<file path="src/hdl/ihpc_pkg.sv">
// Shared types, constants and coefficient tables for the high-pass cascade with mute.
// Used by the controller, the datapath, the mute stage and the top level.
package ihpc_pkg;

   // Defaults for the top-level parameters.
   localparam int SECTION_COUNT_DEFAULT = 7;
   localparam int TAPS_DEFAULT          = 3;
   localparam int COUNT_WIDTH_DEFAULT   = 20;

   // Fixed field and arithmetic widths.
   localparam int SAMPLE_W   = 16;
   localparam int SIG_W      = 40;
   localparam int FRAC_W     = 16;
   localparam int COEF_W     = 32;
   localparam int LEN_W      = 20;
   localparam int PROD_SHIFT = 15;
   localparam int MUL_SPLIT  = 20;
   localparam int ACC_W      = 60;
   localparam int SAMPLE_MAX = 32767;

   // Term slots of one section, in issue order.
   localparam int SLOT_W    = 3;
   localparam int SLOT_MAX  = 5;
   localparam logic [SLOT_W-1:0] SLOT_B0 = 3'd0;
   localparam logic [SLOT_W-1:0] SLOT_B1 = 3'd1;
   localparam logic [SLOT_W-1:0] SLOT_F1 = 3'd2;
   localparam logic [SLOT_W-1:0] SLOT_B2 = 3'd3;
   localparam logic [SLOT_W-1:0] SLOT_F2 = 3'd4;

   // Coefficient sets repeat every six sections.
   localparam int SMOD_W    = 3;
   localparam int COEF_SETS = 6;

   // Feed-forward b0, b1, b2 in Q2.30.
   localparam logic signed [COEF_W-1:0] FF_COEF [COEF_SETS][3] = '{
      '{32'sd1032518327, 32'sd0, 32'sd0},
      '{32'sd1073741824, 32'sh8000_0000, 32'sd1073741824},
      '{32'sd977107564, 32'sd0, 32'sd0},
      '{32'sd1073741824, 32'sh8000_0000, 32'sd1073741824},
      '{32'sd1013946283, 32'sd0, 32'sd0},
      '{32'sd1073741824, -32'sd1073741824, 32'sd0}
   };

   // Feedback f1, f2 (negated a1, a2) in Q2.30; the first column is unused.
   localparam logic signed [COEF_W-1:0] FB_COEF [COEF_SETS][3] = '{
      '{32'sd0, 32'sd0, 32'sd0},
      '{32'sd0, 32'sd2057854818, -32'sd998476666},
      '{32'sd0, 32'sd0, 32'sd0},
      '{32'sd0, 32'sd1947418710, -32'sd887269722},
      '{32'sd0, 32'sd0, 32'sd0},
      '{32'sd0, 32'sd954150741, 32'sd0}
   };

   // Commands from the controller to the datapath.
   typedef struct packed {
      logic                 load;
      logic                 issue;
      logic                 write_back;
      logic [SLOT_W-1:0]    slot;
      logic [SMOD_W-1:0]    smod;
   } ihpc_cmd_type;

   // Status from the datapath to the controller.
   typedef struct packed {
      logic busy;
   } ihpc_status_type;

   // Result of the search for the next term to issue.
   typedef struct packed {
      logic              found;
      logic [SLOT_W-1:0] slot;
   } ihpc_pick_type;

   // Coefficient of one term slot of a coefficient set.
   function automatic logic signed [COEF_W-1:0] slot_coef(input logic [SMOD_W-1:0] smod,
                                                          input logic [SLOT_W-1:0] slot);
      logic signed [COEF_W-1:0] c;
      c = '0;
      if (smod < SMOD_W'(COEF_SETS)) begin
         case (slot)
            SLOT_B0: c = FF_COEF[smod][0];
            SLOT_B1: c = FF_COEF[smod][1];
            SLOT_F1: c = FB_COEF[smod][1];
            SLOT_B2: c = FF_COEF[smod][2];
            SLOT_F2: c = FB_COEF[smod][2];
            default: c = '0;
         endcase
      end
      return c;
   endfunction

   // History tap that a slot reads.
   function automatic logic [1:0] slot_tap(input logic [SLOT_W-1:0] slot);
      logic [1:0] t;
      case (slot)
         SLOT_B1, SLOT_F1: t = 2'd1;
         SLOT_B2, SLOT_F2: t = 2'd2;
         default:          t = 2'd0;
      endcase
      return t;
   endfunction

   // A feedback slot reads the section's own history, the others its source.
   function automatic logic slot_is_fb(input logic [SLOT_W-1:0] slot);
      return (slot == SLOT_F1) || (slot == SLOT_F2);
   endfunction

   // First slot at or after start that is in range and has a nonzero coefficient.
   function automatic ihpc_pick_type next_slot(input logic [SMOD_W-1:0] smod,
                                               input logic [SLOT_W-1:0] start,
                                               input logic [SLOT_W-1:0] limit);
      ihpc_pick_type pick;
      pick = '0;
      for (int k = SLOT_MAX - 1; k >= 0; k--) begin
         if (SLOT_W'(k) >= start && SLOT_W'(k) < limit &&
             slot_coef(smod, SLOT_W'(k)) != '0) begin
            pick.found = 1'b1;
            pick.slot  = SLOT_W'(k);
         end
      end
      return pick;
   endfunction

endpackage

</file>
<file path="src/hdl/ihpc_ctrl.sv">
// Sequencer for the filter cascade: walks sections and their nonzero terms.
// Depends on ihpc_pkg for command, status and slot search.
module ihpc_ctrl #(
   parameter int SECTION_COUNT    = ihpc_pkg::SECTION_COUNT_DEFAULT,
   parameter int TAPS_PER_SECTION = ihpc_pkg::TAPS_DEFAULT
) (
   input  logic                               clock,
   input  logic                               reset,
   input  logic                               req_tvalid,
   output logic                               req_tready,
   input  ihpc_pkg::ihpc_status_type          dp_status,
   input  logic                               out_free,
   output ihpc_pkg::ihpc_cmd_type             dp_cmd,
   output logic [$clog2(SECTION_COUNT)-1:0]   section,
   output logic                               finish
);
   import ihpc_pkg::*;

   localparam int SEC_W = $clog2(SECTION_COUNT);
   localparam logic [SEC_W-1:0]  LAST_SECTION = SEC_W'(SECTION_COUNT - 2);
   localparam logic [SLOT_W-1:0] SLOT_LIMIT   = SLOT_W'(2 * TAPS_PER_SECTION - 1);
   localparam logic [SMOD_W-1:0] LAST_SET     = SMOD_W'(COEF_SETS - 1);

   typedef enum logic [4:0] {
      ST_IDLE   = 5'b00001,
      ST_ISSUE  = 5'b00010,
      ST_DRAIN  = 5'b00100,
      ST_WRITE  = 5'b01000,
      ST_FINISH = 5'b10000
   } ihpc_state_type;

   ihpc_state_type     state_ff, state_in;
   logic [SEC_W-1:0]   sec_ff, sec_in;
   logic [SMOD_W-1:0]  smod_ff, smod_in, smod_next;
   logic [SLOT_W-1:0]  slot_ff, slot_in;
   logic [SMOD_W-1:0]  pick_smod;
   logic [SLOT_W-1:0]  pick_start;
   ihpc_pick_type      pick;

   // Coefficient set of the following section.
   assign smod_next = (smod_ff == LAST_SET) ? '0 : smod_ff + SMOD_W'(1);
   assign pick      = next_slot(pick_smod, pick_start, SLOT_LIMIT);

   // Next-state logic.
   always_comb begin
      state_in   = state_ff;
      sec_in     = sec_ff;
      smod_in    = smod_ff;
      slot_in    = slot_ff;
      pick_smod  = smod_ff;
      pick_start = slot_ff + SLOT_W'(1);
      case (state_ff)
         ST_IDLE: begin
            pick_smod  = '0;
            pick_start = '0;
            if (req_tvalid) begin
               sec_in   = '0;
               smod_in  = '0;
               slot_in  = pick.slot;
               state_in = pick.found ? ST_ISSUE : ST_DRAIN;
            end
         end
         ST_ISSUE: begin
            if (pick.found) begin
               slot_in = pick.slot;
            end else begin
               state_in = ST_DRAIN;
            end
         end
         ST_DRAIN: begin
            if (!dp_status.busy) begin
               state_in = ST_WRITE;
            end
         end
         ST_WRITE: begin
            pick_smod  = smod_next;
            pick_start = '0;
            if (sec_ff == LAST_SECTION) begin
               state_in = ST_FINISH;
            end else begin
               sec_in   = sec_ff + SEC_W'(1);
               smod_in  = smod_next;
               slot_in  = pick.slot;
               state_in = pick.found ? ST_ISSUE : ST_DRAIN;
            end
         end
         ST_FINISH: begin
            if (out_free) begin
               state_in = ST_IDLE;
            end
         end
         default: state_in = ST_IDLE;
      endcase
   end

   // State registers.
   always_ff @(posedge clock) begin
      if (reset) begin
         state_ff <= ST_IDLE;
         sec_ff   <= '0;
         smod_ff  <= '0;
         slot_ff  <= '0;
      end else begin
         state_ff <= state_in;
         sec_ff   <= sec_in;
         smod_ff  <= smod_in;
         slot_ff  <= slot_in;
      end
   end

   // Commands and handshake.
   assign req_tready        = (state_ff == ST_IDLE);
   assign dp_cmd.load       = (state_ff == ST_IDLE) && req_tvalid;
   assign dp_cmd.issue      = (state_ff == ST_ISSUE);
   assign dp_cmd.write_back = (state_ff == ST_WRITE);
   assign dp_cmd.slot       = slot_ff;
   assign dp_cmd.smod       = smod_ff;
   assign section           = sec_ff;
   assign finish            = (state_ff == ST_FINISH) && out_free;

`ifndef NO_ASSERTIONS
   // A new word never lands while terms are still in the multiply pipeline.
   a_load_idle: assert property (@(posedge clock) disable iff (reset)
      dp_cmd.load |-> !dp_status.busy)
      else $error("sample loaded while pipeline busy");

   // A section result is written only after its last term has been summed.
   a_write_drained: assert property (@(posedge clock) disable iff (reset)
      dp_cmd.write_back |-> !dp_status.busy)
      else $error("section written before pipeline drained");

   // One word at a time: after an accept the input side closes.
   a_one_word: assert property (@(posedge clock) disable iff (reset)
      (req_tvalid && req_tready) |=> !req_tready)
      else $error("input accepted twice in a row");
`endif

endmodule

</file>
<file path="config.mk">
export PLATFORM = sky130hd
export DESIGN_NAME = ihpc_ctrl
export DESIGN_NICKNAME = d
export VERILOG_FILES = /design/src/hdl/ihpc_pkg.sv /design/src/hdl/ihpc_ctrl.sv
export SDC_FILE = /design/constraint.sdc
export NUM_CORES = 1
export LEC_CHECK = 0
export BUFFER_PORTS_ARGS = -buffer_cell sky130_fd_sc_hd__clkbuf_2
export CAP_MARGIN = 20
export CORE_UTILIZATION = 35
export CTS_CLUSTER_SIZE = 30
export DETAILED_ROUTE_END_ITERATION = 8
export SYNTH_ARGS = -nofsm -noshare
export SYNTH_HDL_FRONTEND = slang
export SYNTH_SLANG_ARGS = --single-unit
</file>
<file path="constraint.sdc">
create_clock -name clock -period 2.74 [get_ports clock]
set_input_delay 0.411 -clock clock [delete_from_list [all_inputs] [get_ports clock]]
set_output_delay 0.411 -clock clock [all_outputs]
set_load 0.01 [all_outputs]
</file>
==> impl_metrics.csv <==
group,metric,value,unit
min_path,hp-start,"reset",
sta,worst_slew_pin_slew,647.5,ps
global_routing,globalRoute.totalOverflow,0,
setup_path,arrival,1820,ps
setup_path,path_max_fanout,9,
routing,routed_wl,2274,um
finish,layout-drive-gt1-share,22.39,%
synth,synth_seq_area_share,27.52,%
clock_network,clockBufferDepth,2,
job,maxCapViolCount,0,
die,fp.dieW,55.95,um
placed_design,gp_congestion,0.7941,
power,vdd_drop_max,407.7,uV
status,status,"completed",
setup_path,cp-start-kind,"register",
synth,synth_cell_types,45,
synth,synth_top_family_by_area,"simple AND/OR/NAND/NOR gates",
die,dieArea,3130,sq um
clock_network,ctsHoldBuffers,0,
routing,vias_per_cell,5.758,
synth,synth-seq-cells,14,
setup_path,path_class,"reg2out",
die,core,2758,sq um
synth,muxShareOfSynthArea,4.054,%
sta,final_max_slew_viol_count,0,
clock_network,numCtsBuffers,3,
synth,avgSynthCellArea,8.559,sq um
clock_network,cts_sinks,14,
synth,postSynthCellCount,119,
setup_path,cp.required,2330,ps
die,num_rows,19,
setup_path,cp-end-kind,"output port",
power,power_density,722.0,nW/um^2
sta,rsz0062_at_grt,"no",
sta,setup_viol,0,
die,initial_core_util,36.93,%
sta,setup_slack,509.9,ps
synth,synth-compound-area-share,23.59,%
synth,syn-cell-area,1018,sq um
global_routing,grt_pass1_vias,875,
routing,remaining_drc_errors,0,
clock_network,clk_pin_slew,90,ps
routing,drt_iter0_drc,22,
clock_network,cts_resized,0,
routing,wire_per_inst,13.78,um
global_routing,grt_use_total,15.08,%
clock_network,cts_setup_buffers,0,
setup_path,reg2reg_from,"state_ff[1]",
sta,whs,447.8,ps
power,power_frac_seq,33.2,%
finish,diodes,0,
routing,antenna_left,0,
setup_path,r2r_cells,5,
clock_network,cts_tree,"done",
sta,fmax,0.4484,GHz
clock_network,cts_max_level,1,
sta,fin_crit,2230,ps
die,io_pins,19,
synth,yosys.area_share.simple,30.47,%
synth,synth-adder-area-share,3.686,%
sta,finalCritPeriodShare,81.39,%
global_routing,grt_pass1_wl,3739,um
placed_design,dp_hpwl,1737,um
clock_network,clock_latency,280,ps
setup_path,worst_r2r_endpoint,"section[1]",
min_path,hold_path.class,"in2reg",
power,leakagePower,0.4497,nW
min_path,min_to,"smod_ff[1]",
sta,final_hold_viol_count,0,
min_path,worstHoldPathCells,2,
routing,vias,950,
clock_network,root_buffer,"clkbuf_4",
finish,layout_commonest_cell,"clkbuf_2",
finish,final_cell_mix,"18 x clkbuf_2, 14 x dfxtp_1, 9 x nor3_1, 7 x nor2_1, 7 x a21oi_1",
global_routing,grt_start_max_net_pins,14,
power,p_int,0.4801,mW
synth,synth_xor_area_share,4.300,%
setup_path,rrSetupSlack,650,ps
placed_design,dp_slack,682.2,ps
power,p_sw,0.3438,mW
finish,nNetsFinal,143,
power,switching_share,41.73,%
routing,drt_first_pass_iters,4,
sta,tns,0,ps
global_routing,antenna_found_initial,0,
sta,slew_headroom,55.71,%
finish,syn_to_final_growth,12.04,%
power,comb_power_share,48.5,%
sta,worst_clock_skew,7.143,ps
synth,yosys_warnings,0,
finish,fin_cells,165,
placed_design,numPortBuffers,18,
die,die_height,55.95,um
power,power,0.8239,mW
power,clkPwrFrac,18.2,%
placed_design,dp.cells,161,
synth,syn_nets,127,
-- synth_stat cells, drive strengths merged --
library cell | instances | area (sq um)
o311a | 1 | 10.01
xor2 | 4 | 35.03
a21oi | 7 | 35.03
nand3 | 1 | 5.000
or2 | 1 | 6.260
a2111oi | 1 | 8.760
o31a | 1 | 17.52
nand2 | 6 | 22.52
and3b | 1 | 8.760
o21a | 1 | 7.510
or4b | 1 | 10.01
and4 | 1 | 8.760
nand4b | 1 | 8.760
nor4bb | 1 | 10.01
o22a | 1 | 8.760
o211ai | 1 | 7.510
o311ai | 1 | 8.760
o21ai | 8 | 40.03
nand4 | 4 | 25.02
or3 | 3 | 28.78
nor4 | 3 | 18.77
mux2 | 1 | 11.26
nor2b | 1 | 6.260
a211oi | 3 | 47.55
and3 | 1 | 6.260
nand4bb | 2 | 22.52
a32oi | 1 | 16.27
xnor2 | 1 | 8.760
ha | 3 | 37.54
mux2i | 3 | 30.03
dfxtp | 14 | 280.3
o2111ai | 1 | 15.01
buf | 3 | 27.52
clkbuf | 4 | 15.01
inv | 6 | 22.52
a221oi | 2 | 17.52
nor3b | 1 | 7.510
nor2 | 7 | 26.28
nand2b | 6 | 37.54
nor3 | 9 | 45.04
and2 | 1 | 6.260
-- metal layers --
metal,GRT usage (%),part of all wire (%),up-vias,wire (um)
li1,-,-,476,-
met1,20.61,51,451,1157
met2,22.72,44,21,1011
met3,3.256,4.2,2,95
met4,6.969,0.44,0,10
met5,0,0,-,0
-- registers in the layout, summed over array words and instances (netlist names) --
name      cells
smod_ff       3
state_ff      5
section       3
slot_ff       3
-- area by class of cell --
type | instances | area (sq um)
clock buffer | 4 | 36.28
fill | 311 | 1617
inverter | 6 | 22.52
multi-input combinational | 92 | 673.1
sequential | 14 | 280.3
tap | 31 | 38.79
timing repair buffer | 18 | 90.09
-- stage by stage --
stage,instance area (sq um),util [%]
floorplan,1018,-
global placement,1105,40.06
detailed placement,1105,40.06
CTS,1141,41.38
global route,1141,41.38
finish,1141,41.38
-- power by group through the flow --
stage / logic, mW / registers, mW / clock network, mW
finish: 0.400 / 0.274 / 0.150
global placement: 0.393 / 0.275 / 0
floorplan: 0.357 / 0.254 / 0
global route: 0.434 / 0.281 / 0.170
CTS: 0.399 / 0.274 / 0.158
detailed placement: 0.397 / 0.278 / 0
-- kinds of logic (layout without fill, tap and decap cells) --
logic type | Yosys count | count (layout)
and+or+nand+nor | 51 | 51
buffers and inverters | 13 | 28
muxes | 4 | 4
xor gates and xnor gates | 5 | 5
DFF | 14 | 14
adders and majority gates | 3 | 3
AOI/OAI and AO/OA | 29 | 29
-- how the worst max path moves through the flow --
stage,endpoint,cells past startpoint,slack (ps),from
4_1_cts,dp_cmd[8],3,490,state_ff[1]
3_5_place_dp,section[1],5,680,state_ff[1]
3_3_place_gp,state_ff[2],6,740,slot_ff[0]
2_1_floorplan,section[1],7,730,state_ff[1]
5_1_grt,dp_cmd[8],3,420,state_ff[1]
6_report,dp_cmd[8],3,510,state_ff[1]
-- critical path, cell delays in order (launching register included) --
cell and delay, ps:
dfxtp_1 400, or3_4 490, nor3_1 430, clkbuf_2 220
Note: power is estimated with default switching activity, not from simulation.
