[src/hdl/ihpc_pkg.sv]
// Shared types, constants and coefficient tables for the high-pass cascade with mute.
// Used by the controller, the datapath, the mute stage and the top level.
package ihpc_pkg;

   // Defaults for the top-level parameters.
   localparam int SECTION_COUNT_DEFAULT = 7;
   localparam int TAPS_DEFAULT          = 3;
   localparam int COUNT_WIDTH_DEFAULT   = 20;

   // Fixed field and arithmetic widths.
   localparam int SAMPLE_W   = 16;
   localparam int SIG_W      = 40;
   localparam int FRAC_W     = 16;
   localparam int COEF_W     = 32;
   localparam int LEN_W      = 20;
   localparam int PROD_SHIFT = 15;
   localparam int MUL_SPLIT  = 20;
   localparam int ACC_W      = 60;
   localparam int SAMPLE_MAX = 32767;

   // Term slots of one section, in issue order.
   localparam int SLOT_W    = 3;
   localparam int SLOT_MAX  = 5;
   localparam logic [SLOT_W-1:0] SLOT_B0 = 3'd0;
   localparam logic [SLOT_W-1:0] SLOT_B1 = 3'd1;
   localparam logic [SLOT_W-1:0] SLOT_F1 = 3'd2;
   localparam logic [SLOT_W-1:0] SLOT_B2 = 3'd3;
   localparam logic [SLOT_W-1:0] SLOT_F2 = 3'd4;

   // Coefficient sets repeat every six sections.
   localparam int SMOD_W    = 3;
   localparam int COEF_SETS = 6;

   // Feed-forward b0, b1, b2 in Q2.30.
   localparam logic signed [COEF_W-1:0] FF_COEF [COEF_SETS][3] = '{
      '{32'sd1032518327, 32'sd0, 32'sd0},
      '{32'sd1073741824, 32'sh8000_0000, 32'sd1073741824},
      '{32'sd977107564, 32'sd0, 32'sd0},
      '{32'sd1073741824, 32'sh8000_0000, 32'sd1073741824},
      '{32'sd1013946283, 32'sd0, 32'sd0},
      '{32'sd1073741824, -32'sd1073741824, 32'sd0}
   };

   // Feedback f1, f2 (negated a1, a2) in Q2.30; the first column is unused.
   localparam logic signed [COEF_W-1:0] FB_COEF [COEF_SETS][3] = '{
      '{32'sd0, 32'sd0, 32'sd0},
      '{32'sd0, 32'sd2057854818, -32'sd998476666},
      '{32'sd0, 32'sd0, 32'sd0},
      '{32'sd0, 32'sd1947418710, -32'sd887269722},
      '{32'sd0, 32'sd0, 32'sd0},
      '{32'sd0, 32'sd954150741, 32'sd0}
   };

   // Commands from the controller to the datapath.
   typedef struct packed {
      logic                 load;
      logic                 issue;
      logic                 write_back;
      logic [SLOT_W-1:0]    slot;
      logic [SMOD_W-1:0]    smod;
   } ihpc_cmd_type;

   // Status from the datapath to the controller.
   typedef struct packed {
      logic busy;
   } ihpc_status_type;

   // Result of the search for the next term to issue.
   typedef struct packed {
      logic              found;
      logic [SLOT_W-1:0] slot;
   } ihpc_pick_type;

   // Coefficient of one term slot of a coefficient set.
   function automatic logic signed [COEF_W-1:0] slot_coef(input logic [SMOD_W-1:0] smod,
                                                          input logic [SLOT_W-1:0] slot);
      logic signed [COEF_W-1:0] c;
      c = '0;
      if (smod < SMOD_W'(COEF_SETS)) begin
         case (slot)
            SLOT_B0: c = FF_COEF[smod][0];
            SLOT_B1: c = FF_COEF[smod][1];
            SLOT_F1: c = FB_COEF[smod][1];
            SLOT_B2: c = FF_COEF[smod][2];
            SLOT_F2: c = FB_COEF[smod][2];
            default: c = '0;
         endcase
      end
      return c;
   endfunction

   // History tap that a slot reads.
   function automatic logic [1:0] slot_tap(input logic [SLOT_W-1:0] slot);
      logic [1:0] t;
      case (slot)
         SLOT_B1, SLOT_F1: t = 2'd1;
         SLOT_B2, SLOT_F2: t = 2'd2;
         default:          t = 2'd0;
      endcase
      return t;
   endfunction

   // A feedback slot reads the section's own history, the others its source.
   function automatic logic slot_is_fb(input logic [SLOT_W-1:0] slot);
      return (slot == SLOT_F1) || (slot == SLOT_F2);
   endfunction

   // First slot at or after start that is in range and has a nonzero coefficient.
   function automatic ihpc_pick_type next_slot(input logic [SMOD_W-1:0] smod,
                                               input logic [SLOT_W-1:0] start,
                                               input logic [SLOT_W-1:0] limit);
      ihpc_pick_type pick;
      pick = '0;
      for (int k = SLOT_MAX - 1; k >= 0; k--) begin
         if (SLOT_W'(k) >= start && SLOT_W'(k) < limit &&
             slot_coef(smod, SLOT_W'(k)) != '0) begin
            pick.found = 1'b1;
            pick.slot  = SLOT_W'(k);
         end
      end
      return pick;
   endfunction

endpackage

[src/hdl/ihpc_mute.sv]
// Frame mute counter, output clamp and result register of the cascade.
// Depends on ihpc_pkg for field widths and clamp limits.
module ihpc_mute #(
   parameter int COUNT_WIDTH = ihpc_pkg::COUNT_WIDTH_DEFAULT
) (
   input  logic                                  clock,
   input  logic                                  reset,
   input  logic                                  csr_wr_en,
   input  logic [ihpc_pkg::LEN_W-1:0]            csr_wr_data,
   input  logic                                  load,
   input  logic                                  first_of_frame,
   input  logic                                  voice_start,
   input  logic                                  finish,
   input  logic signed [ihpc_pkg::SIG_W-1:0]     y,
   output logic                                  out_free,
   output logic                                  rsp_tvalid,
   input  logic                                  rsp_tready,
   output logic [ihpc_pkg::SAMPLE_W-1:0]         rsp_sample,
   output logic                                  rsp_muted
);
   import ihpc_pkg::*;

   localparam int CMP_W = (COUNT_WIDTH > LEN_W) ? COUNT_WIDTH : LEN_W;
   localparam int Q_W   = SIG_W + 1 - FRAC_W;

   logic [LEN_W-1:0]        mute_len_ff;
   logic [COUNT_WIDTH-1:0]  count_ff, count_eff, count_in;
   logic                    frame_muted_ff, muted_now;
   logic                    first_ff, voice_ff;
   logic                    rsp_valid_ff;
   logic [SAMPLE_W-1:0]     rsp_sample_ff;
   logic                    rsp_muted_ff;

   logic                    neg;
   logic signed [SIG_W:0]   y_ext, mag;
   logic [Q_W-1:0]          q;
   logic [SAMPLE_W-1:0]     qc, clamped;

   // Mute length register.
   always_ff @(posedge clock) begin
      if (reset) begin
         mute_len_ff <= '0;
      end else if (csr_wr_en) begin
         mute_len_ff <= csr_wr_data;
      end
   end

   // Frame flags of the word in flight.
   always_ff @(posedge clock) begin
      if (load) begin
         first_ff <= first_of_frame;
         voice_ff <= voice_start;
      end
   end

   // Mute decision at frame start, saturating count of muted words.
   always_comb begin
      count_eff = (first_ff && voice_ff) ? '0 : count_ff;
      muted_now = first_ff ? (CMP_W'(count_eff) < CMP_W'(mute_len_ff)) : frame_muted_ff;
      count_in  = count_eff;
      if (muted_now && count_eff != '1) begin
         count_in = count_eff + COUNT_WIDTH'(1);
      end
   end

   always_ff @(posedge clock) begin
      if (reset) begin
         count_ff       <= '0;
         frame_muted_ff <= 1'b0;
      end else if (finish) begin
         count_ff       <= count_in;
         frame_muted_ff <= muted_now;
      end
   end

   // Truncate toward zero to an integer and clamp to the symmetric range.
   always_comb begin
      y_ext   = (SIG_W+1)'(y);
      neg     = y[SIG_W-1];
      mag     = neg ? -y_ext : y_ext;
      q       = mag[SIG_W:FRAC_W];
      qc      = (q > Q_W'(SAMPLE_MAX)) ? SAMPLE_W'(SAMPLE_MAX) : q[SAMPLE_W-1:0];
      clamped = neg ? -qc : qc;
   end

   // Result register.
   always_ff @(posedge clock) begin
      if (reset) begin
         rsp_valid_ff <= 1'b0;
      end else if (finish) begin
         rsp_valid_ff <= 1'b1;
      end else if (rsp_tready) begin
         rsp_valid_ff <= 1'b0;
      end
   end

   always_ff @(posedge clock) begin
      if (finish) begin
         rsp_sample_ff <= muted_now ? '0 : clamped;
         rsp_muted_ff  <= muted_now;
      end
   end

   assign out_free   = !rsp_valid_ff || rsp_tready;
   assign rsp_tvalid = rsp_valid_ff;
   assign rsp_sample = rsp_sample_ff;
   assign rsp_muted  = rsp_muted_ff;

`ifndef NO_ASSERTIONS
   // A finished word is presented on the next cycle.
   a_finish_shows: assert property (@(posedge clock) disable iff (reset)
      finish |=> rsp_tvalid)
      else $error("finished word not presented");

   // A muted word carries silence.
   a_muted_zero: assert property (@(posedge clock) disable iff (reset)
      (rsp_tvalid && rsp_muted) |-> (rsp_sample == '0))
      else $error("muted word is not silent");

   // A stalled output word stays put until it is taken.
   a_hold_stalled: assert property (@(posedge clock) disable iff (reset)
      (rsp_tvalid && !rsp_tready) |=>
         (rsp_tvalid && $stable(rsp_sample) && $stable(rsp_muted)))
      else $error("stalled output word changed");
`endif

endmodule

[config.mk]
export PLATFORM = sky130hd
export DESIGN_NAME = ihpc_mute
export DESIGN_NICKNAME = d
export VERILOG_FILES = /design/src/hdl/ihpc_pkg.sv /design/src/hdl/ihpc_mute.sv
export SDC_FILE = /design/constraint.sdc
export NUM_CORES = 1
export LEC_CHECK = 0
export BUFFER_PORTS_ARGS = -buffer_cell sky130_fd_sc_hd__buf_4
export CELL_PAD_IN_SITES_DETAIL_PLACEMENT = 1
export CELL_PAD_IN_SITES_GLOBAL_PLACEMENT = 1
export CORE_AREA = 2 2 124 126
export CTS_BUF_LIST = sky130_fd_sc_hd__clkbuf_8
export DETAILED_ROUTE_END_ITERATION = 10
export DIE_AREA = 0 0 126 128
export GPL_TIMING_DRIVEN = 0
export PLACE_DENSITY_LB_ADDON = 0.1
export RECOVER_POWER = 25
export SYNTH_ARGS = -nofsm -noshare
export SYNTH_HDL_FRONTEND = slang
export SYNTH_SLANG_ARGS = --single-unit
[constraint.sdc]
create_clock -name clock -period 6.8 [get_ports clock]
set_input_delay 1.36 -clock clock [delete_from_list [all_inputs] [get_ports clock]]
set_output_delay 1.36 -clock clock [all_outputs]
set_load 0.1 [all_outputs]
==> impl_metrics.env, run 1 <==
export IMPL_rsz0062_at_grt="false"
export IMPL_grt_max_degree=22
export IMPL_wl_per_cell_um=16.6
export IMPL_hp_class="flop to flop"
export IMPL_hold_path_end="count_ff[1]"
export IMPL_timing_rr_start="first_ff"
export IMPL_ys_flop_type="dfxtp_1"
export IMPL_syn_num_nets=621
export IMPL_r2r_end="rsp_sample[5]"
export IMPL_ff2ff_path_depth=13
export IMPL_final_cell_mix="76 x buf_4, 73 x nor2_1, 45 x nand2_1, 42 x dfxtp_1, 30 x mux2i_1"
export IMPL_layout_commonest_cell="buf_4"
export IMPL_grt_pass1_vias=4331
export IMPL_min_period_ns=6.06
export IMPL_path_clk_slew_ns=0.06
export IMPL_vias=4203
export IMPL_grt_remaining_overflow=0
export IMPL_nFillCells=1828
export IMPL_vias_per_cell=5.15
export IMPL_die_w_um=126
export IMPL_preCtsSetupSlack_ns=0.431
export IMPL_antenna_found_initial=0
export IMPL_startpoint_type="input pin"
export IMPL_rows=45
export IMPL_post_cts_buffers=0
export IMPL_ff2ff_setup_slack_ns=1.94
export IMPL_timing_max_cap_violations=0
export IMPL_ir_worst_vdd_mv=0.130
export IMPL_worstHoldPathCells=2
export IMPL_hold_viol_final=0
export IMPL_crit_fanout=10
export IMPL_seqCellArea_sq_um=1410
export IMPL_synth_cell_area_sq_um=4360
export IMPL_fin_skew_ns=0.00637
export IMPL_p_per_area_nw_per_um2=174
export IMPL_synth_warnings=0
export IMPL_area_growth_pct=23.1
export IMPL_htreeDepth=3
export IMPL_diodes=0
export IMPL_min_delay_start="count_ff[1]"
export IMPL_drv_slew=0
export IMPL_cts_buffers=9
export IMPL_portBuffers=80
export IMPL_grt_pass1_wl_um=22600
export IMPL_cts_hold_buf=0
export IMPL_cts_sinks=61
export IMPL_clk_latency_ns=0.36
export IMPL_cp_required_ns=6.96
export IMPL_drive_above_1_share=0.174
export IMPL_coreArea_sq_um=14900
export IMPL_worstSetupPathType="input pin to flop"
export IMPL_initial_core_util=0.294
export IMPL_drc=0
export IMPL_multi_input_area_sq_um=2710
export IMPL_cts_tree="built"
export IMPL_die_height_um=128
export IMPL_ant_nets=0
export IMPL_cts_root_buf="clkbuf_8"
export IMPL_setup_viol=0
export IMPL_clock_path_buffers=2
export IMPL_async_reset_ff_frac=0
export IMPL_synth_seq_cells=61
export IMPL_synth_edf_count=19
export IMPL_cts_resized=0
export IMPL_leakage_nw=2.16
export IMPL_finalWorstSetupSlack_ns=0.736
export IMPL_drt_pass1_iterations=6
export IMPL_final_nets=712
export IMPL_fin_setup_tns_ns=0
export IMPL_critPathCaptureType="flop"
export IMPL_syn_avg_cell_area_sq_um=8.20
export IMPL_ios=87
export IMPL_syn_inst=532
export IMPL_cp_arrival_ns=6.22
export IMPL_die_area_sq_um=16100
export IMPL_seq_area_frac_synth=0.323
export IMPL_max_freq_mhz=165
export IMPL_relSlewSlack=0.158
export IMPL_wl_um=13500
export IMPL_gp_congestion=0.844
export IMPL_yosysUniqueCellTypes=55
export IMPL_tightest_slew_ns=1.26
export IMPL_grt_usage=0.177
export IMPL_period_share=0.892
export IMPL_status="finished, final reports clean"
export IMPL_hpwl_um=10600
export IMPL_drtIter0Drc=166
## synth_stat cells, types with 6 or more instances
cell type	n	area [sq um]
nor2_1	73	274
nand2_1	45	169
dfxtp_1	42	841
mux2i_1	30	300
clkbuf_1	25	93.8
inv_1	25	93.8
a21oi_1	23	115
and2_1	22	138
ha_1	21	263
nand4_1	21	131
edfxtp_1	19	571
xnor2_1	18	158
and3_1	16	100
nor4_1	13	81.3
o21ai_0	12	60.1
nor3_1	11	55.1
nand3_1	8	40.0
o32ai_1	7	61.3
xor2_1	7	61.3
a21o_1	6	45.0
or3_1	6	37.5
or4_1	6	45.0
## per-layer routing
| metal | vias to the layer above | track usage | part of all wire |
|---|---|---|---|
| met5 | - | 0 | 0 |
| met4 | 0 | 0.0388 | 0.0088 |
| met3 | 12 | 0.0497 | 0.044 |
| met2 | 73 | 0.276 | 0.44 |
| met1 | 2007 | 0.244 | 0.51 |
| li1 | 2111 | - | - |
## flip-flops by register name, indices dropped and copies added (netlist names)
signal and flops:
count_ff 20, voice_ff 1, frame_muted_ff 1, rsp_tvalid 1, rsp_muted 1, mute_len_ff 20
first_ff 1, rsp_sample 16
## layout make-up
class / count / share of cell area
multi-input cells: 414 / 0.503
flip-flops and latches: 61 / 0.263
repair buffers: 80 / 0.110
well taps: 188 / 0.0438
clock buffers: 12 / 0.0307
plain buffers: 31 / 0.0277
inverters: 26 / 0.0182
clock inverters: 4 / 0.00303
## power by group
part	switching [mW]	internal (mW)
logic	0.156	0.0728
clock network	0.145	0.158
registers	0.00882	0.396
## how the worst max path moves through the flow
| stage | start | endpoint | slack (ns) | depth (start not counted) |
|---|---|---|---|---|
| 2_1_floorplan | y[19] | rsp_sample[14] | 1.22 | 18 |
| 4_1_cts | y[24] | rsp_sample[10] | 0.79 | 19 |
| 3_5_place_dp | y[16] | rsp_sample[14] | 0.43 | 18 |
| 3_3_place_gp | y[24] | rsp_sample[10] | 0.43 | 19 |
| 5_1_grt | y[3] | rsp_sample[10] | 0.36 | 19 |
| 6_report | y[24] | rsp_sample[10] | 0.74 | 19 |
## critical path, stage by stage
cell and delay, ns:
buf_2 0.15, or3_1 0.35, clkbuf_1 0.19, or4_1 0.59, nor4_2 0.26, o211ai_1 0.18, nor4b_4 0.43, nand3_4 0.23
buf_6 0.21, nor2_1 0.16, ha_1 0.31, inv_1 0.11, or4_1 0.39, o21ai_0 0.15, o32ai_1 0.25, nor2_1 0.27
mux2i_1 0.25, xor2_1 0.09, o41ai_1 0.25
## logic make-up (layout without fill, tap and decap cells)
kind of cell	Yosys count	count (layout)	synth area share
AOI/OAI and AO/OA	90	90	0.141
xor gates and xnor gates	25	25	0.0502
adders and majority gates	21	21	0.0602
buffers and inverters	57	153	0.0565
DFF	61	61	0.323
muxes	32	32	0.0740
and+or+nand+nor	246	246	0.295
## per-stage QoR
| step | std cells | cell area (sq um) | total power, mW | utilization | hold WS, ns |
|---|---|---|---|---|---|
| 3_5_place_dp | 800 | 5200 | 0.644 | 0.350 | 0.458 |
| 5_1_grt | 816 | 5370 | 0.989 | 0.361 | 0.512 |
| 4_1_cts | 816 | 5380 | 0.955 | 0.362 | 0.467 |
| 3_3_place_gp | 800 | 5200 | 0.641 | 0.350 | 0.450 |
| 2_1_floorplan | 532 | 4360 | 0.558 | - | 0.436 |
| 6_report | 816 | 5370 | 0.936 | 0.361 | 0.461 |
(Power assumes the default switching activity.)
==> inputs of run 2 (changes only) <==
--- a/config.mk
+++ b/config.mk
@@ -5,13 +5,14 @@
 export SDC_FILE = /design/constraint.sdc
 export NUM_CORES = 1
 export LEC_CHECK = 0
+export ABC_AREA = 1
 export BUFFER_PORTS_ARGS = -buffer_cell sky130_fd_sc_hd__buf_4
 export CELL_PAD_IN_SITES_DETAIL_PLACEMENT = 1
 export CELL_PAD_IN_SITES_GLOBAL_PLACEMENT = 1
-export CORE_AREA = 2 2 124 126
+export CORE_AREA = 2 2 130 132
 export CTS_BUF_LIST = sky130_fd_sc_hd__clkbuf_8
 export DETAILED_ROUTE_END_ITERATION = 10
-export DIE_AREA = 0 0 126 128
+export DIE_AREA = 0 0 132 134
 export GPL_TIMING_DRIVEN = 0
 export PLACE_DENSITY_LB_ADDON = 0.1
 export RECOVER_POWER = 25
==> impl_metrics.env, run 2 <==
export IMPL_status="finished, final reports clean"
export IMPL_synth_most_common_cell="nand2_1"
export IMPL_synth_simple_area_share=0.353
export IMPL_die_area_sq_um=17700
export IMPL_ff2ff_setup_slack_ns=3.13
export IMPL_period_share=0.598
export IMPL_grt_pass1_wl_um=27000
export IMPL_ant_nets=0
export IMPL_cts_buffers=9
export IMPL_leakage_nw=2.55
export IMPL_hpwl_um=13400
export IMPL_hold_viol_final=0
export IMPL_vias=5138
export IMPL_critPathCaptureType="flop"
export IMPL_fin_setup_tns_ns=0
export IMPL_wl_um=16200
export IMPL_worstSetupPathType="input pin to flop"
export IMPL_final_nets=941
export IMPL_fin_skew_ns=0.0219
export IMPL_drive_above_1_share=0.181
export IMPL_antenna_found_initial=0
export IMPL_hp_class="flop to flop"
export IMPL_max_freq_mhz=246
export IMPL_grt_pass1_vias=5531
export IMPL_area_growth_pct=23.7
export IMPL_async_reset_ff_frac=0
export IMPL_syn_num_nets=845
export IMPL_portBuffers=85
export IMPL_min_delay_start="mute_len_ff[3]"
export IMPL_seq_area_frac_synth=0.293
export IMPL_ys_flop_type="dfxtp_1"
export IMPL_worstHoldPathCells=2
export IMPL_rsz0062_at_grt="false"
export IMPL_cts_tree="built"
export IMPL_drc=0
export IMPL_min_period_ns=4.07
export IMPL_ff2ff_path_depth=16
export IMPL_p_per_area_nw_per_um2=175
export IMPL_nFillCells=2137
export IMPL_layout_commonest_cell="nand2_1"
export IMPL_timing_max_cap_violations=0
export IMPL_r2r_end="count_ff[10]"
export IMPL_setup_viol=0
export IMPL_ir_worst_vdd_mv=0.0800
export IMPL_hold_path_end="mute_len_ff[3]"
export IMPL_vias_per_cell=4.77
export IMPL_clock_path_buffers=2
export IMPL_relSlewSlack=0.268
export IMPL_syn_inst=756
export IMPL_synth_compound_area_share=0.145
export IMPL_initial_core_util=0.296
export IMPL_cp_common_cell="nand2_1"
export IMPL_cts_sinks=61
export IMPL_clk_latency_ns=0.37
export IMPL_tightest_slew_ns=1.10
export IMPL_synth_xor_xnor_area_share=0.0472
export IMPL_synthTopCellsByArea="dfxtp_1 17%, nand2_1 13%, edfxtp_1 12%"
export IMPL_wl_per_cell_um=15.0
export IMPL_path_clk_slew_ns=0.09
export IMPL_synth_top_family_by_area="simple AND/OR/NAND/NOR gates"
export IMPL_cp_arrival_ns=4.20
export IMPL_rows=47
export IMPL_synth_cell_area_sq_um=4820
export IMPL_synthAdderAreaFrac=0.0545
export IMPL_cp_slowest_stage_delay_ns=0.23
export IMPL_diodes=0
export IMPL_ios=87
export IMPL_die_w_um=132
export IMPL_crit_path_top_delay_cell="ha_1"
export IMPL_dp_cells=1061
export IMPL_fin_total_pwr_mw=1.05
export IMPL_synth_warnings=0
export IMPL_grt_max_degree=21
export IMPL_crit_fanout=9
export IMPL_drv_slew=0
export IMPL_post_cts_buffers=0
export IMPL_synthMuxAreaShare=0
export IMPL_coreArea_sq_um=16300
export IMPL_cts_hold_buf=0
export IMPL_yosysUniqueCellTypes=42
export IMPL_yosysTopAreaCellShare=0.174
export IMPL_cts_resized=0
export IMPL_htreeDepth=3
export IMPL_cp_cell_sequence="buf_4 > nor2_1 > nand2_1 > nor2_1 > nand3_1 > nand2_2 > nand2_2 > nor2_4 > nand3_1 > nand2_1 > nand2_1 > nor2_4 > inv_2 > nor2_1 > ha_1 > nand2_1 > o21bai_4 > nand4_2 > nor2_4 > nand3_1 > nand2_1 > nor2_1"
export IMPL_cts_root_buf="clkbuf_8"
export IMPL_cp_required_ns=6.94
export IMPL_fin_cells=1077
export IMPL_synth_seq_cells=61
export IMPL_die_height_um=134
export IMPL_grt_usage=0.190
export IMPL_synth_edf_count=19
export IMPL_grt_remaining_overflow=0
export IMPL_syn_avg_cell_area_sq_um=6.38
export IMPL_drt_pass1_iterations=4
export IMPL_gp_congestion=0.946
export IMPL_ys_top_cells_by_count="169 x nand2_1, 109 x nor2_1, 101 x inv_1, 61 x a21oi_1, 47 x o21ai_0"
export IMPL_synth_top_cell_by_area="dfxtp_1"
export IMPL_startpoint_type="input pin"
export IMPL_timing_rr_start="first_ff"
export IMPL_final_cell_mix="169 x nand2_1, 109 x nor2_1, 101 x inv_1, 81 x buf_4, 61 x a21oi_1"
export IMPL_drtIter0Drc=163
-- run 2: how the worst max path moves through the flow --
stage | start | to | slack (ns) | cells past startpoint
after floorplan | y[10] | rsp_sample[14] | 3.08 | 21
final | y[6] | rsp_sample[14] | 2.73 | 22
after CTS | y[6] | rsp_sample[14] | 2.70 | 22
after global placement | y[6] | rsp_sample[14] | 2.43 | 22
after global routing | y[6] | rsp_sample[14] | 2.34 | 22
after detailed placement | y[6] | rsp_sample[14] | 2.29 | 22
-- run 2: cell type report --
| class | count | area (sq um) | share of cell area |
|---|---|---|---|
| buffer | 22 | 103 | 0.0172 |
| clock buffer | 9 | 124 | 0.0208 |
| clock inverter | 7 | 113 | 0.0189 |
| inverter | 111 | 417 | 0.0699 |
| multi-input combinational | 562 | 2890 | 0.485 |
| sequential | 61 | 1410 | 0.237 |
| tap | 220 | 275 | 0.0462 |
| timing repair buffer | 85 | 631 | 0.106 |
-- run 2: logic make-up (layout without fill, tap and decap cells) --
group                    Yosys count  after routing
AND/OR/NAND/NOR                  385            385
buffers and inverters            133            234
AO/OA/AOI/OAI                    130            130
flip-flops                        61             61
XOR/XNOR                          26             26
adder cells (fa/ha/maj)           21             21
-- run 2: layer usage --
metal  routed length, um  GRT usage  vias to the layer above
li1                    -          -                     2618
met1                6650      0.204                     2424
met2                8660      0.364                       68
met3                 399     0.0333                       28
met4                 491     0.0821                        0
met5                   0          0                        -
-- run 2: worst max-delay path: cells and delay by family --
family / cells / cell delay (ns)
and+or+nand+nor: 18 / 2.18
adders and majority gates: 1 / 0.23
buffers and inverters: 2 / 0.23
AOI/OAI and AO/OA: 1 / 0.21
-- run 2: power breakdown --
group | switching (mW) | internal [mW]
Combinational | 0.167 | 0.0730
Sequential | 0.00610 | 0.394
Clock | 0.163 | 0.242
-- run 2: stage by stage --
stage | cell area [sq um] | setup slack (ns) | utilization | hold slack (ns)
after global routing | 5960 | 2.34 | 0.366 | 0.475
after detailed placement | 5740 | 2.29 | 0.352 | 0.455
after global placement | 5740 | 2.43 | 0.352 | 0.453
after CTS | 5970 | 2.70 | 0.367 | 0.466
after floorplan | 4820 | 3.08 | - | 0.435
final | 5960 | 2.73 | 0.366 | 0.461
